<file path="src/rtl/core/tvcd_pkg.sv">
// Shared types and constants for the two-valve collect/drain sequencer.
// Holds the phase encoding, register indexes, reset values and the state,
// switch, configuration and result structs. No dependencies.
`timescale 1ns / 1ps

package tvcd_pkg;

    localparam int unsigned CNT_W      = 16;
    localparam int unsigned CFG_ADDR_W = 2;
    localparam int unsigned LED_W      = 4;
    localparam int unsigned PHASE_W    = 3;

    localparam logic [CNT_W-1:0] CNT_MAX = {CNT_W{1'b1}};

    localparam logic [CNT_W-1:0] VALVE_TIMEOUT_RESET = 16'd2000;
    localparam logic [CNT_W-1:0] DRAIN_RESET         = 16'd2000;
    localparam logic [CNT_W-1:0] BLINK_HALF_RESET    = 16'd200;

    // LED codes: bit0 open top, bit1 close top, bit2 open bottom, bit3 close bottom.
    localparam logic [LED_W-1:0] LED_NONE         = 4'h0;
    localparam logic [LED_W-1:0] LED_OPEN_TOP     = 4'h1;
    localparam logic [LED_W-1:0] LED_CLOSE_TOP    = 4'h2;
    localparam logic [LED_W-1:0] LED_OPEN_BOTTOM  = 4'h4;
    localparam logic [LED_W-1:0] LED_CLOSE_BOTTOM = 4'h8;
    localparam logic [LED_W-1:0] LED_ALL          = 4'hF;

    // Direction pin pairs as {dir_two, dir_one}.
    localparam logic [1:0] DIR_OPEN  = 2'b01;
    localparam logic [1:0] DIR_CLOSE = 2'b10;

    typedef enum logic [PHASE_W-1:0] {
        PH_CLOSE_BOTTOM = 3'd0,
        PH_OPEN_TOP     = 3'd1,
        PH_WAIT_SHOCK   = 3'd2,
        PH_CLOSE_TOP    = 3'd3,
        PH_OPEN_BOTTOM  = 3'd4,
        PH_DRAIN        = 3'd5,
        PH_FAULT        = 3'd6
    } phase_t;

    typedef enum logic [CFG_ADDR_W-1:0] {
        CFG_VALVE_TIMEOUT = 2'd0,
        CFG_DRAIN         = 2'd1,
        CFG_BLINK_HALF    = 2'd2
    } cfg_addr_t;

    typedef struct packed {
        logic [CNT_W-1:0] valve_timeout_ticks;
        logic [CNT_W-1:0] drain_ticks;
        logic [CNT_W-1:0] blink_half_ticks;
    } cfg_t;

    typedef struct packed {
        logic upper_open;
        logic upper_shut;
        logic lower_open;
        logic lower_shut;
        logic shock;
    } switches_t;

    // dir bits: [0] top one, [1] top two, [2] bottom one, [3] bottom two.
    typedef struct packed {
        phase_t           phase;
        logic [CNT_W-1:0] elapsed;
        logic             blink_level;
        logic             message_bit;
        logic [3:0]       dir;
    } state_t;

    typedef struct packed {
        logic             top_dir_one;
        logic             top_dir_two;
        logic             top_drive_enable;
        logic             bottom_dir_one;
        logic             bottom_dir_two;
        logic             bottom_drive_enable;
        logic [LED_W-1:0] led_pattern;
        logic             message_select;
        logic             fault_active;
        logic [PHASE_W-1:0] phase_code;
    } result_t;

endpackage

</file>
<file path="src/rtl/core/tvcd_if.sv">
// Channel interfaces for the sequencer: tick input, result output and
// configuration write. Each carries valid, ready and its payload.
// Depends on tvcd_pkg for field widths.
`timescale 1ns / 1ps

interface tvcd_tick_if;
    logic valid;
    logic ready;
    logic top_open_switch;
    logic top_closed_switch;
    logic bottom_open_switch;
    logic bottom_closed_switch;
    logic shock_detected;

    modport source (
        output valid, top_open_switch, top_closed_switch,
               bottom_open_switch, bottom_closed_switch, shock_detected,
        input  ready
    );
    modport sink (
        input  valid, top_open_switch, top_closed_switch,
               bottom_open_switch, bottom_closed_switch, shock_detected,
        output ready
    );
endinterface

interface tvcd_result_if;
    logic valid;
    logic ready;
    logic top_dir_one;
    logic top_dir_two;
    logic top_drive_enable;
    logic bottom_dir_one;
    logic bottom_dir_two;
    logic bottom_drive_enable;
    logic [tvcd_pkg::LED_W-1:0]   led_pattern;
    logic message_select;
    logic fault_active;
    logic [tvcd_pkg::PHASE_W-1:0] phase_code;

    modport source (
        output valid, top_dir_one, top_dir_two, top_drive_enable,
               bottom_dir_one, bottom_dir_two, bottom_drive_enable,
               led_pattern, message_select, fault_active, phase_code,
        input  ready
    );
    modport sink (
        input  valid, top_dir_one, top_dir_two, top_drive_enable,
               bottom_dir_one, bottom_dir_two, bottom_drive_enable,
               led_pattern, message_select, fault_active, phase_code,
        output ready
    );
endinterface

interface tvcd_cfg_if;
    logic valid;
    logic ready;
    logic [tvcd_pkg::CFG_ADDR_W-1:0] addr;
    logic [tvcd_pkg::CNT_W-1:0]      data;

    modport source (output valid, addr, data, input ready);
    modport sink   (input valid, addr, data, output ready);
endinterface

</file>
<file path="src/rtl/core/tvcd_cfg_regs.sv">
// Configuration register file: valve timeout, drain time and blink half period.
// Takes one write beat per cycle; writes to unused indexes are dropped.
// Depends on tvcd_pkg and tvcd_cfg_if.
`timescale 1ns / 1ps

module tvcd_cfg_regs (
    input  logic           clk,
    input  logic           rst_n,
    tvcd_cfg_if.sink       cfg,
    output tvcd_pkg::cfg_t regs
);
    import tvcd_pkg::*;

    cfg_t regs_reg;
    cfg_t regs_next;

    assign cfg.ready = 1'b1;
    assign regs      = regs_reg;

    always_comb
    begin
        regs_next = regs_reg;
        if (cfg.valid)
        begin
            case (cfg.addr)
                CFG_VALVE_TIMEOUT: regs_next.valve_timeout_ticks = cfg.data;
                CFG_DRAIN:         regs_next.drain_ticks         = cfg.data;
                CFG_BLINK_HALF:    regs_next.blink_half_ticks    = cfg.data;
                default:           regs_next = regs_reg;
            endcase
        end
    end

    always_ff @(posedge clk or negedge rst_n)
    begin
        if (!rst_n)
        begin
            regs_reg.valve_timeout_ticks <= VALVE_TIMEOUT_RESET;
            regs_reg.drain_ticks         <= DRAIN_RESET;
            regs_reg.blink_half_ticks    <= BLINK_HALF_RESET;
        end
        else
        begin
            regs_reg <= regs_next;
        end
    end

endmodule

</file>
<file path="src/rtl/core/tvcd_step.sv">
// Per-tick sequencing logic: from the current state, switch samples and
// registers it forms the next state and the result of the tick.
// Purely combinational. Depends on tvcd_pkg.
`timescale 1ns / 1ps

module tvcd_step (
    input  tvcd_pkg::state_t    st,
    input  tvcd_pkg::switches_t sw,
    input  tvcd_pkg::cfg_t      regs,
    output tvcd_pkg::state_t    nxt,
    output tvcd_pkg::result_t   res
);
    import tvcd_pkg::*;

    logic [CNT_W-1:0] bumped;
    logic             valve_phase;
    logic             reached;
    phase_t           after_valve;
    logic             en_top;
    logic             en_bot;
    logic             fault;
    logic [LED_W-1:0] leds;

    // The elapsed count saturates rather than wrapping.
    assign bumped = (st.elapsed == CNT_MAX) ? st.elapsed : st.elapsed + 1'b1;

    always_comb
    begin
        nxt         = st;
        valve_phase = 1'b0;
        reached     = 1'b0;
        after_valve = PH_FAULT;
        en_top      = 1'b0;
        en_bot      = 1'b0;
        fault       = 1'b0;
        leds        = LED_NONE;

        case (st.phase)
            PH_CLOSE_BOTTOM:
            begin
                nxt.dir[3:2] = DIR_CLOSE;
                en_bot       = 1'b1;
                leds         = LED_CLOSE_BOTTOM;
                reached      = sw.lower_shut;
                after_valve  = PH_OPEN_TOP;
                valve_phase  = 1'b1;
            end
            PH_OPEN_TOP:
            begin
                nxt.dir[1:0] = DIR_OPEN;
                en_top       = 1'b1;
                leds         = LED_OPEN_TOP;
                reached      = sw.upper_open;
                after_valve  = PH_WAIT_SHOCK;
                valve_phase  = 1'b1;
            end
            PH_CLOSE_TOP:
            begin
                nxt.dir[1:0] = DIR_CLOSE;
                en_top       = 1'b1;
                leds         = LED_CLOSE_TOP;
                reached      = sw.upper_shut;
                after_valve  = PH_OPEN_BOTTOM;
                valve_phase  = 1'b1;
            end
            PH_OPEN_BOTTOM:
            begin
                nxt.dir[3:2] = DIR_OPEN;
                en_bot       = 1'b1;
                leds         = LED_OPEN_BOTTOM;
                reached      = sw.lower_open;
                after_valve  = PH_DRAIN;
                valve_phase  = 1'b1;
            end
            PH_WAIT_SHOCK:
            begin
                leds = LED_ALL;
                if (sw.shock)
                begin
                    nxt.message_bit = ~st.message_bit;
                    nxt.phase       = PH_CLOSE_TOP;
                    nxt.elapsed     = '0;
                end
            end
            PH_DRAIN:
            begin
                leds        = LED_NONE;
                nxt.elapsed = bumped;
                if (bumped >= regs.drain_ticks)
                begin
                    nxt.phase   = PH_CLOSE_BOTTOM;
                    nxt.elapsed = '0;
                end
            end
            default:
            begin
                // Fault, and the unused phase code, which behaves the same.
                fault       = 1'b1;
                leds        = st.blink_level ? LED_NONE : LED_ALL;
                nxt.elapsed = bumped;
                if (bumped >= regs.blink_half_ticks)
                begin
                    nxt.blink_level = ~st.blink_level;
                    nxt.elapsed     = '0;
                end
            end
        endcase

        if (valve_phase)
        begin
            if (reached)
            begin
                nxt.phase   = after_valve;
                nxt.elapsed = '0;
            end
            else if (bumped >= regs.valve_timeout_ticks)
            begin
                nxt.phase       = PH_FAULT;
                nxt.elapsed     = '0;
                nxt.blink_level = 1'b0;
            end
            else
            begin
                nxt.elapsed = bumped;
            end
        end
    end

    always_comb
    begin
        res.top_dir_one         = nxt.dir[0];
        res.top_dir_two         = nxt.dir[1];
        res.top_drive_enable    = en_top;
        res.bottom_dir_one      = nxt.dir[2];
        res.bottom_dir_two      = nxt.dir[3];
        res.bottom_drive_enable = en_bot;
        res.led_pattern         = leds;
        res.message_select      = st.message_bit;
        res.fault_active        = fault;
        res.phase_code          = st.phase;
    end

endmodule

</file>
<file path="src/rtl/core/two_valve_collect_drain_sequencer.sv">
// Top level of the two-valve collect/drain sequencer.
// Holds the sequencer state and the result register; instantiates
// tvcd_cfg_regs and tvcd_step. Depends on tvcd_pkg and the tvcd interfaces.
`timescale 1ns / 1ps

// Each tick beat carries one millisecond of limit switch and shock samples
// and yields exactly one result beat, in the next cycle, from a registered
// output stage. A tick is taken in every clock cycle as long as the result
// register is empty or is being drained in the same cycle, so the block
// sustains one tick per cycle; that figure is set by the phase, counter and
// latch update, which is combinational through the step logic.
// Register writes take effect on the next tick and are accepted every cycle.
// After reset the sequence starts with closing the bottom valve. A valve that
// misses its limit switch within the timeout leaves the block in fault, with
// all LEDs blinking, until the next reset.
module two_valve_collect_drain_sequencer (
    input  logic        clk,
    input  logic        rst_n,
    tvcd_tick_if.sink   tick,
    tvcd_result_if.source result,
    tvcd_cfg_if.sink    cfg
);
    import tvcd_pkg::*;

    cfg_t      regs;
    switches_t sw;
    state_t    state_reg;
    state_t    state_next;
    result_t   res_reg;
    result_t   res_next;
    logic      out_valid_reg;
    logic      tick_fire;

    tvcd_cfg_regs u_cfg_regs (
        .clk   (clk),
        .rst_n (rst_n),
        .cfg   (cfg),
        .regs  (regs)
    );

    assign sw.upper_open = tick.top_open_switch;
    assign sw.upper_shut = tick.top_closed_switch;
    assign sw.lower_open = tick.bottom_open_switch;
    assign sw.lower_shut = tick.bottom_closed_switch;
    assign sw.shock      = tick.shock_detected;

    tvcd_step u_step (
        .st   (state_reg),
        .sw   (sw),
        .regs (regs),
        .nxt  (state_next),
        .res  (res_next)
    );

    assign tick.ready = !out_valid_reg || result.ready;
    assign tick_fire  = tick.valid && tick.ready;

    always_ff @(posedge clk or negedge rst_n)
    begin
        if (!rst_n)
        begin
            state_reg.phase       <= PH_CLOSE_BOTTOM;
            state_reg.elapsed     <= '0;
            state_reg.blink_level <= 1'b0;
            state_reg.message_bit <= 1'b0;
            state_reg.dir         <= '0;
            out_valid_reg         <= 1'b0;
        end
        else
        begin
            if (tick_fire)
            begin
                state_reg     <= state_next;
                out_valid_reg <= 1'b1;
            end
            else if (result.ready)
            begin
                out_valid_reg <= 1'b0;
            end
        end
    end

    // The result payload needs no reset; it is qualified by out_valid_reg.
    always_ff @(posedge clk)
    begin
        if (tick_fire)
        begin
            res_reg <= res_next;
        end
    end

    assign result.valid               = out_valid_reg;
    assign result.top_dir_one         = res_reg.top_dir_one;
    assign result.top_dir_two         = res_reg.top_dir_two;
    assign result.top_drive_enable    = res_reg.top_drive_enable;
    assign result.bottom_dir_one      = res_reg.bottom_dir_one;
    assign result.bottom_dir_two      = res_reg.bottom_dir_two;
    assign result.bottom_drive_enable = res_reg.bottom_drive_enable;
    assign result.led_pattern         = res_reg.led_pattern;
    assign result.message_select      = res_reg.message_select;
    assign result.fault_active        = res_reg.fault_active;
    assign result.phase_code          = res_reg.phase_code;

    // Only reset leaves the fault phase.
    a_fault_sticky: assert property (@(posedge clk) disable iff (!rst_n)
        state_reg.phase == PH_FAULT |=> state_reg.phase == PH_FAULT)
        else $error("sequencer left the fault phase");

    // Every accepted tick leaves a result waiting in the next cycle.
    a_tick_gives_result: assert property (@(posedge clk) disable iff (!rst_n)
        tick_fire |=> out_valid_reg)
        else $error("accepted tick produced no result");

    // The two bridges are never enabled in the same tick.
    a_bridges_exclusive: assert property (@(posedge clk) disable iff (!rst_n)
        out_valid_reg |-> !(res_reg.top_drive_enable && res_reg.bottom_drive_enable))
        else $error("both valve bridges enabled");

    // In fault all LEDs are on or all are off.
    a_fault_leds: assert property (@(posedge clk) disable iff (!rst_n)
        (out_valid_reg && res_reg.fault_active)
        |-> (res_reg.led_pattern == LED_ALL || res_reg.led_pattern == LED_NONE))
        else $error("fault LED pattern is not all on or all off");

    // The message bit changes only on a shock while waiting for one.
    a_message_on_shock: assert property (@(posedge clk) disable iff (!rst_n)
        !(tick_fire && state_reg.phase == PH_WAIT_SHOCK && tick.shock_detected)
        |=> $stable(state_reg.message_bit))
        else $error("message bit changed without a shock");

endmodule
</file>
<file path="src/flat_wrapper.sv">
// flat-port wrapper written by rule: the top's interface ports become plain ports
module two_valve_collect_drain_sequencer_flat import tvcd_pkg::*;
  (clk, rst_n, tick_valid, tick_top_open_switch, tick_top_closed_switch, tick_bottom_open_switch, tick_bottom_closed_switch, tick_shock_detected, tick_ready, result_valid, result_top_dir_one, result_top_dir_two, result_top_drive_enable, result_bottom_dir_one, result_bottom_dir_two, result_bottom_drive_enable, result_led_pattern, result_message_select, result_fault_active, result_phase_code, result_ready, cfg_valid, cfg_addr, cfg_data, cfg_ready);
  tvcd_tick_if tick_i ();
  tvcd_result_if result_i ();
  tvcd_cfg_if cfg_i ();
  input  logic clk;
  input  logic rst_n;
  input wire logic [$bits(tick_i.valid)-1:0] tick_valid;
  input wire logic [$bits(tick_i.top_open_switch)-1:0] tick_top_open_switch;
  input wire logic [$bits(tick_i.top_closed_switch)-1:0] tick_top_closed_switch;
  input wire logic [$bits(tick_i.bottom_open_switch)-1:0] tick_bottom_open_switch;
  input wire logic [$bits(tick_i.bottom_closed_switch)-1:0] tick_bottom_closed_switch;
  input wire logic [$bits(tick_i.shock_detected)-1:0] tick_shock_detected;
  output wire logic [$bits(tick_i.ready)-1:0] tick_ready;
  output wire logic [$bits(result_i.valid)-1:0] result_valid;
  output wire logic [$bits(result_i.top_dir_one)-1:0] result_top_dir_one;
  output wire logic [$bits(result_i.top_dir_two)-1:0] result_top_dir_two;
  output wire logic [$bits(result_i.top_drive_enable)-1:0] result_top_drive_enable;
  output wire logic [$bits(result_i.bottom_dir_one)-1:0] result_bottom_dir_one;
  output wire logic [$bits(result_i.bottom_dir_two)-1:0] result_bottom_dir_two;
  output wire logic [$bits(result_i.bottom_drive_enable)-1:0] result_bottom_drive_enable;
  output wire logic [$bits(result_i.led_pattern)-1:0] result_led_pattern;
  output wire logic [$bits(result_i.message_select)-1:0] result_message_select;
  output wire logic [$bits(result_i.fault_active)-1:0] result_fault_active;
  output wire logic [$bits(result_i.phase_code)-1:0] result_phase_code;
  input wire logic [$bits(result_i.ready)-1:0] result_ready;
  input wire logic [$bits(cfg_i.valid)-1:0] cfg_valid;
  input wire logic [$bits(cfg_i.addr)-1:0] cfg_addr;
  input wire logic [$bits(cfg_i.data)-1:0] cfg_data;
  output wire logic [$bits(cfg_i.ready)-1:0] cfg_ready;
  assign tick_i.valid = tick_valid;
  assign tick_i.top_open_switch = tick_top_open_switch;
  assign tick_i.top_closed_switch = tick_top_closed_switch;
  assign tick_i.bottom_open_switch = tick_bottom_open_switch;
  assign tick_i.bottom_closed_switch = tick_bottom_closed_switch;
  assign tick_i.shock_detected = tick_shock_detected;
  assign tick_ready = tick_i.ready;
  assign result_valid = result_i.valid;
  assign result_top_dir_one = result_i.top_dir_one;
  assign result_top_dir_two = result_i.top_dir_two;
  assign result_top_drive_enable = result_i.top_drive_enable;
  assign result_bottom_dir_one = result_i.bottom_dir_one;
  assign result_bottom_dir_two = result_i.bottom_dir_two;
  assign result_bottom_drive_enable = result_i.bottom_drive_enable;
  assign result_led_pattern = result_i.led_pattern;
  assign result_message_select = result_i.message_select;
  assign result_fault_active = result_i.fault_active;
  assign result_phase_code = result_i.phase_code;
  assign result_i.ready = result_ready;
  assign cfg_i.valid = cfg_valid;
  assign cfg_i.addr = cfg_addr;
  assign cfg_i.data = cfg_data;
  assign cfg_ready = cfg_i.ready;
  two_valve_collect_drain_sequencer u_core (.clk(clk), .rst_n(rst_n), .tick(tick_i), .result(result_i), .cfg(cfg_i));
endmodule
</file>
<file path="config.mk">
export PLATFORM = sky130hd
export DESIGN_NAME = two_valve_collect_drain_sequencer_flat
export DESIGN_NICKNAME = d
export VERILOG_FILES = /design/src/rtl/core/tvcd_pkg.sv /design/src/rtl/core/tvcd_if.sv /design/src/rtl/core/tvcd_cfg_regs.sv /design/src/rtl/core/tvcd_step.sv /design/src/rtl/core/two_valve_collect_drain_sequencer.sv /design/src/flat_wrapper.sv
export SDC_FILE = /design/constraint.sdc
export NUM_CORES = 1
export LEC_CHECK = 0
export ABC_CLOCK_PERIOD_IN_PS = 11990
export BUFFER_PORTS_ARGS = -buffer_cell sky130_fd_sc_hd__buf_4
export CAP_MARGIN = 25
export CORE_ASPECT_RATIO = 0.7
export CORE_MARGIN = 3
export CORE_UTILIZATION = 30
export DETAILED_ROUTE_END_ITERATION = 16
export PLACE_DENSITY = 0.45
export SYNTH_ARGS = -nofsm -noshare
export SYNTH_HDL_FRONTEND = slang
export SYNTH_HIERARCHICAL = 1
export SYNTH_SLANG_ARGS = --single-unit
</file>
<file path="constraint.sdc">
create_clock -name clk -period 11.99 [get_ports clk]
set_clock_uncertainty 0.15 [all_clocks]
set_input_delay 2.9975 -clock clk [delete_from_list [all_inputs] [get_ports clk]]
set_output_delay 2.9975 -clock clk [all_outputs]
set_load 0.01 [all_outputs]
</file>
==> results.md, run 1 <==
- Fill cell count: 1855
- Fin cells: 801
- Hold_buf cts: 0
- Vias in the first global route: 3822
- Wire length on met2: 5194 um
- Max layer used: met4
- Most common cell after layout, fill and taps aside: dfrtp_1
- Diodes inserted: 0
- HP Class: flip-flop to flip-flop
- Root buf cell: clkbuf_16
- CTS tree: yes
- DR pass1 iterations: 5
- CP Data Required Time: 8.84 ns
- Leakage power: 3.011 nW
- Largest net degree at the start of global routing: 75
- # nets final: 637
- Peak VDD IR: 0.06516 mV
- Total track usage: 13.02%
- CP endpoint kind: primary output
- Register bit count reported by yosys: 89
- Vias: 3893
- Layout cell share with drive strength beyond 1: 30.80%
- Area Overhead vs Synth: 12.73%
- EDFF count, synth: 15
- Drt drc: 0
- Wl on met1: 6900 um
- Critical path arrival: 3.39 ns
- Pwr/cell area: 171.5 nW/um^2
- TritonCTS Buffers: 9
- Synth Cell Area: 5710 um^2
- Worst rel slew slack: 56.19%
- Max reg flops: 48
- Post-synthesis net count: 607
- Seq/Total Area, Yosys: 40.64%
- Port buffer count: 44
- RR Endpoint: u_core/state_reg[14]$_DFFE_PN0P_
- Chip width: 170.9 um
- Die height: 121.4 um
- WL per Instance: 16.00 um
- Status: finished, final reports clean
- Synth top area share: 25.85%
- Leading area contributor after synthesis: dfrtp_1
- Syn Area/Cell: 10.77 um^2
- Max cap viols: 0
- CTS H-tree depth: 3
- Unique masters post-synth: 64
- Clock Sinks: 89
- Unrepaired setup endpoints after global routing: false
- Clk_lat worst skew: 0.35 ns
- Worst r2r path cells: 16
- R2R setup slack: 7.40 ns
- WL final: 12810 um
- Met3 wire length: 572 um
- Commonest cells after routing, fill and taps aside: 59 x dfrtp_1, 58 x mux2_2, 53 x inv_1
- Clock period minus final worst setup slack: 6.538 ns
- Hold slack: 0.3405 ns
- Top post-synthesis cells by area: dfrtp_1 26%, mux2_2 11%, ha_1 11%, edfxtp_1 7.9%, dfstp_2 6.9%
- Hpwl dp: 9332 um
- Worst Setup Start Kind: input pin
- Clk pin slew, worst setup/hold paths: 0.06 ns
- Die Area: 20750 um^2
- Post-CTS Setup Inserts: 0
- Worst r2r src: u_core/state_reg[6]$_DFFE_PN0P_
- Initial antenna violation count: 0
- Routed Antenna Nets: 0
- Final Wtd Congestion: 0.7788
- FFs w/ async S/R, synth: 83.15%
- Longest Clk Path Bufs: 2
- CP max FO: 3
- Top FF cell, synth: dfrtp_1
- Fin. Hold Viols: 0
- Setup violations, final: 0
- Synth warn: 6
- Post-CTS sizing: 0
- FMAX: 0.1530 GHz
- DP Cell Count: 783
- First-pass GRT wire length: 20980 um
- Max-slew violation count: 0
- Critical Path Sink: tick_ready
- Worst Setup Path Type: input pin to primary output
- Core Rows: 41
- Vias per cell: 4.860
- Initial core utilization: 31.09%
- Crit path launch: result_ready
- Syn Inst Count: 530
- Worst Tran Pin Value: 0.6561 ns
- Starting DRT DRC Count: 142
- Placeable core area: 18370 um^2
- Setup TNS: 0 ns
- Grt ovf: 0
- Fin crit share: 54.53%
- Io pins: 46
## stage by stage
stage / utilization [%] / total power, mW / setup WS, ns / instance area, um^2
finish: 35.05 / 1.104 / 5.452 / 6437
global route: 35.05 / 1.188 / 5.436 / 6437
CTS: 34.82 / 1.120 / 5.451 / 6395
detailed placement: 33.37 / 0.8467 / 5.450 / 6128
global placement: 33.37 / 0.8390 / 5.451 / 6128
floorplan: - / 0.7612 / 5.698 / 5710
## area by class of cell
class / instances / area (um^2) / share of cell area (%)
clock inverter: 4 / 20.02 / 0.3110
tap: 236 / 295.3 / 4.587
timing repair buffer: 47 / 380.4 / 5.909
clock buffer: 12 / 246.5 / 3.829
multi-input combinational: 360 / 2975 / 46.22
sequential: 89 / 2321 / 36.05
inverter: 53 / 198.9 / 3.090
## routing by layer
metal | vias to the layer above | global-route usage [%]
met4 | 0 | 3.467
li1 | 1930 | -
met1 | 1887 | 19.78
met5 | - | 0
met3 | 13 | 3.777
met2 | 63 | 17.81
## synth_stat cells (all sizes together), types with 5 or more instances
cell type,count
mux2,77
dfrtp,59
inv,53
ha,49
nand2,44
a21oi,32
o21ai,27
buf,24
nor2,19
dfstp,15
edfxtp,15
nand3,15
nand4,9
xnor2,7
a22o,6
nand2b,6
nor3,6
a211oi,5
and3,5
nor2b,5
or2,5
## power breakdown
group          switching (mW)  leakage [nW]  internal, mW  total, mW
Clock                   0.117         0.136         0.145      0.262
Sequential             0.0568          1.03         0.389      0.446
Combinational           0.215          1.84         0.181      0.396
Total                   0.389          3.01         0.715       1.10
## how the worst min path moves through the flow
| stage | slack (ns) | to | start | depth (start not counted) |
|---|---|---|---|---|
| 2_1_floorplan | 0.32 | u_core/state_reg[19]$_DFFE_PN0P_ | u_core/state_reg[19]$_DFFE_PN0P_ | 1 |
| 3_3_place_gp | 0.33 | u_core/result.message_select$_DFFE_PP_ | u_core/state_reg[4]$_DFFE_PN0P_ | 0 |
| 3_5_place_dp | 0.33 | u_core/result.message_select$_DFFE_PP_ | u_core/state_reg[4]$_DFFE_PN0P_ | 0 |
| 4_1_cts | 0.34 | u_core/result.message_select$_DFFE_PP_ | u_core/state_reg[4]$_DFFE_PN0P_ | 0 |
| 5_1_grt | 0.35 | u_core/result.message_select$_DFFE_PP_ | u_core/state_reg[4]$_DFFE_PN0P_ | 0 |
| 6_report | 0.34 | u_core/result.message_select$_DFFE_PP_ | u_core/state_reg[4]$_DFFE_PN0P_ | 0 |
## worst max-delay path, cell delays in order
cell and delay [ns]:
buf_4 0.10, nand2b_4 0.14, buf_4 0.14
## cell families after synthesis
| logic type | after synthesis | share of synthesized area (%) |
|---|---|---|
| compound gates | 95 | 10.93 |
| xor+xnor | 8 | 1.227 |
| fa+ha+maj | 49 | 10.74 |
| buf+inv | 81 | 7.252 |
| flops | 89 | 40.64 |
| mux | 81 | 17.13 |
| other cells | 1 | 0.06567 |
| simple gates | 126 | 12.01 |
Note: power is estimated with default switching activity, not from simulation.
==> run 2: changes to the inputs <==
ABC_CLOCK_PERIOD_IN_PS = 6590   (was 11990)
clock period = 6.59 ns   (was 11.99 ns; I/O delays follow)
==> run 2 against run 1 <==
  * Clock-buffer cell count down 2
  * Final cell count unchanged
  * Utilization up 0.18 points
  * Wire length up 0.61%
  * Global-route usage down 0.058 points
  * Sequential cell count unchanged
  * Worst hold slack better by 0.0026 ns
  * Non-clock buffer count unchanged
  * Sequential power up 82%
  * Clock power up 110%
  * Register-to-register slack worse by 5.2 ns
  * Combinational power up 83%
  * Critical endpoint is now u_core/state_reg[14]$_DFFE_PN0P_
  * Largest cell class unchanged
==> results.md, run 2 (same netlist as run 1, synthesis figures left out) <==
- CP max FO: 16
- Initial core utilization: 31.09%
- Unrepaired setup endpoints after global routing: false
- Levels on crit path: 16
- Worst Setup Path Type: flip-flop to flip-flop
- Clock Sinks: 89
- CP Cell Sequence: ha_1 -> nand2_1 -> and3b_4 -> nand3_4 -> and2_1 -> a21boi_0 -> or2_2 -> ha_1 -> nand2_1 -> nor3_1 -> a211oi_1 -> o311ai_2 -> o211ai_4 -> a21o_1 -> a22o_1 -> mux2_4
- DR pass1 iterations: 4
- Vias: 3861
- Commonest cells after routing, fill and taps aside: 59 x dfrtp_1, 58 x mux2_2, 53 x inv_1
- Post-CTS sizing: 0
- Fill cell count: 1852
- Hpwl dp: 9596 um
- CTS H-tree depth: 3
- Worst rel slew slack: 58.11%
- Starting DRT DRC Count: 171
- WL per Instance: 16.09 um
- Max-slew violation count: 0
- Drt drc: 0
- CTS tree: yes
- Largest net degree at the start of global routing: 75
- Status: finished, final reports clean
- TritonCTS Buffers: 9
- Most common cell after layout, fill and taps aside: dfrtp_1
- Core Rows: 41
- Reg area: 2321 um^2
- Max reg flops: 48
- Clock period minus final worst setup slack: 4.390 ns
- Setup TNS: 0 ns
- Worst Setup Start Kind: flip-flop
- Grt ovf: 0
- FMAX: 0.2278 GHz
- Vias per cell: 4.820
- WP buf/inv: 0
- Die height: 121.4 um
- Pwr/cell area: 321.3 nW/um^2
- First-pass GRT wire length: 20810 um
- Vias in the first global route: 3796
- Final Wtd Congestion: 0.8079
- Port buffer count: 44
- Peak VDD IR: 0.1211 mV
- Area Overhead vs Synth: 13.32%
- Worst r2r path cells: 16
- Setup violations, final: 0
- Root buf cell: clkbuf_16
- Post-CTS Setup Inserts: 0
- Fin. Hold Viols: 0
- Total track usage: 12.96%
- Chip width: 170.9 um
- CP Data Required Time: 6.67 ns
- Longest Clk Path Bufs: 2
- Leakage power: 3.022 nW
- Routed Antenna Nets: 0
- Total power: 2.079 mW
- Critical path arrival: 4.47 ns
- HP Class: flip-flop to flip-flop
- Worst Tran Pin Value: 0.6283 ns
- CP delay by family, top: compound AO/OA/AOI/OAI gates
- Hold slack: 0.3431 ns
- Max incr delay on CP: 0.49 ns
- Critical-path top delay cell: o311ai_2
- Die Area: 20750 um^2
- Hold_buf cts: 0
- Fin crit share: 66.62%
- Hold depth: 0
- Diodes inserted: 0
- # nets final: 637
- CP endpoint kind: flip-flop
- Max cap viols: 0
- Clk pin slew, worst setup/hold paths: 0.06 ns
- Initial antenna violation count: 0
- Multi-input logic area: 2975 um^2
- Io pins: 46
- WL final: 12890 um
- Layout cell share with drive strength beyond 1: 30.97%
- Clk_lat worst skew: 0.35 ns
- Placeable core area: 18370 um^2
[run 2: per-stage QoR]
stage | cells | setup WS, ns | util, % | instance area (um^2)
2_1_floorplan | 530 | 2.795 | - | 5710
3_3_place_gp | 783 | 2.287 | 33.37 | 6128
3_5_place_dp | 783 | 2.186 | 33.37 | 6128
4_1_cts | 799 | 2.157 | 35.07 | 6440
5_1_grt | 801 | 1.868 | 35.24 | 6471
6_report | 801 | 2.200 | 35.24 | 6471
[run 2: layer usage]
| layer | part of all wire, % | up-vias | GRT usage (%) |
|---|---|---|---|
| li1 | - | 1929 | - |
| met2 | 40 | 60 | 17.42 |
| met1 | 55 | 1861 | 20.39 |
| met4 | 0.85 | 0 | 3.166 |
| met5 | 0 | - | 0 |
| met3 | 4.7 | 11 | 3.224 |
[run 2: worst register-to-register path: stages (launching register included)]
cell and delay (ns):
dfrtp_1 0.46, ha_1 0.28, nand2_1 0.14, and3b_4 0.25
nand3_4 0.12, and2_1 0.18, a21boi_0 0.13, or2_2 0.36
ha_1 0.31, nand2_1 0.07, nor3_1 0.23, a211oi_1 0.13
o311ai_2 0.49, o211ai_4 0.31, a21o_1 0.26, a22o_1 0.17
mux2_4 0.26
[run 2: cell type report]
class	count	share of cell area, %
flip-flops and latches	89	35.87
clock inverters	6	1.276
well taps	236	4.563
repair buffers	47	5.704
multi-input cells	360	45.98
clock buffers	10	3.538
inverters	53	3.074
[run 2: power breakdown]
part	switching, mW	internal (mW)
logic	0.396	0.329
registers	0.104	0.707
clock network	0.213	0.330
[run 2: final timing paths]
| path | startpoint | endpoint | slack [ns] |
|---|---|---|---|
| worst max-delay path | u_core/state_reg[6]$_DFFE_PN0P_ | u_core/state_reg[14]$_DFFE_PN0P_ | 2.20 |
| worst max register to register | u_core/state_reg[6]$_DFFE_PN0P_ | u_core/state_reg[14]$_DFFE_PN0P_ | 2.20 |
| worst min-delay path | u_core/state_reg[4]$_DFFE_PN0P_ | u_core/result.message_select$_DFFE_PP_ | 0.34 |
| worst min register to register | u_core/state_reg[4]$_DFFE_PN0P_ | u_core/result.message_select$_DFFE_PP_ | 0.34 |
| max in group asynchronous | rst_n | u_core/u_cfg_regs/regs[41]$_DFFE_PN1P_ | 4.49 |
| min in group asynchronous | rst_n | u_core/state_reg[1]$_DFFE_PN0P_ | 1.13 |
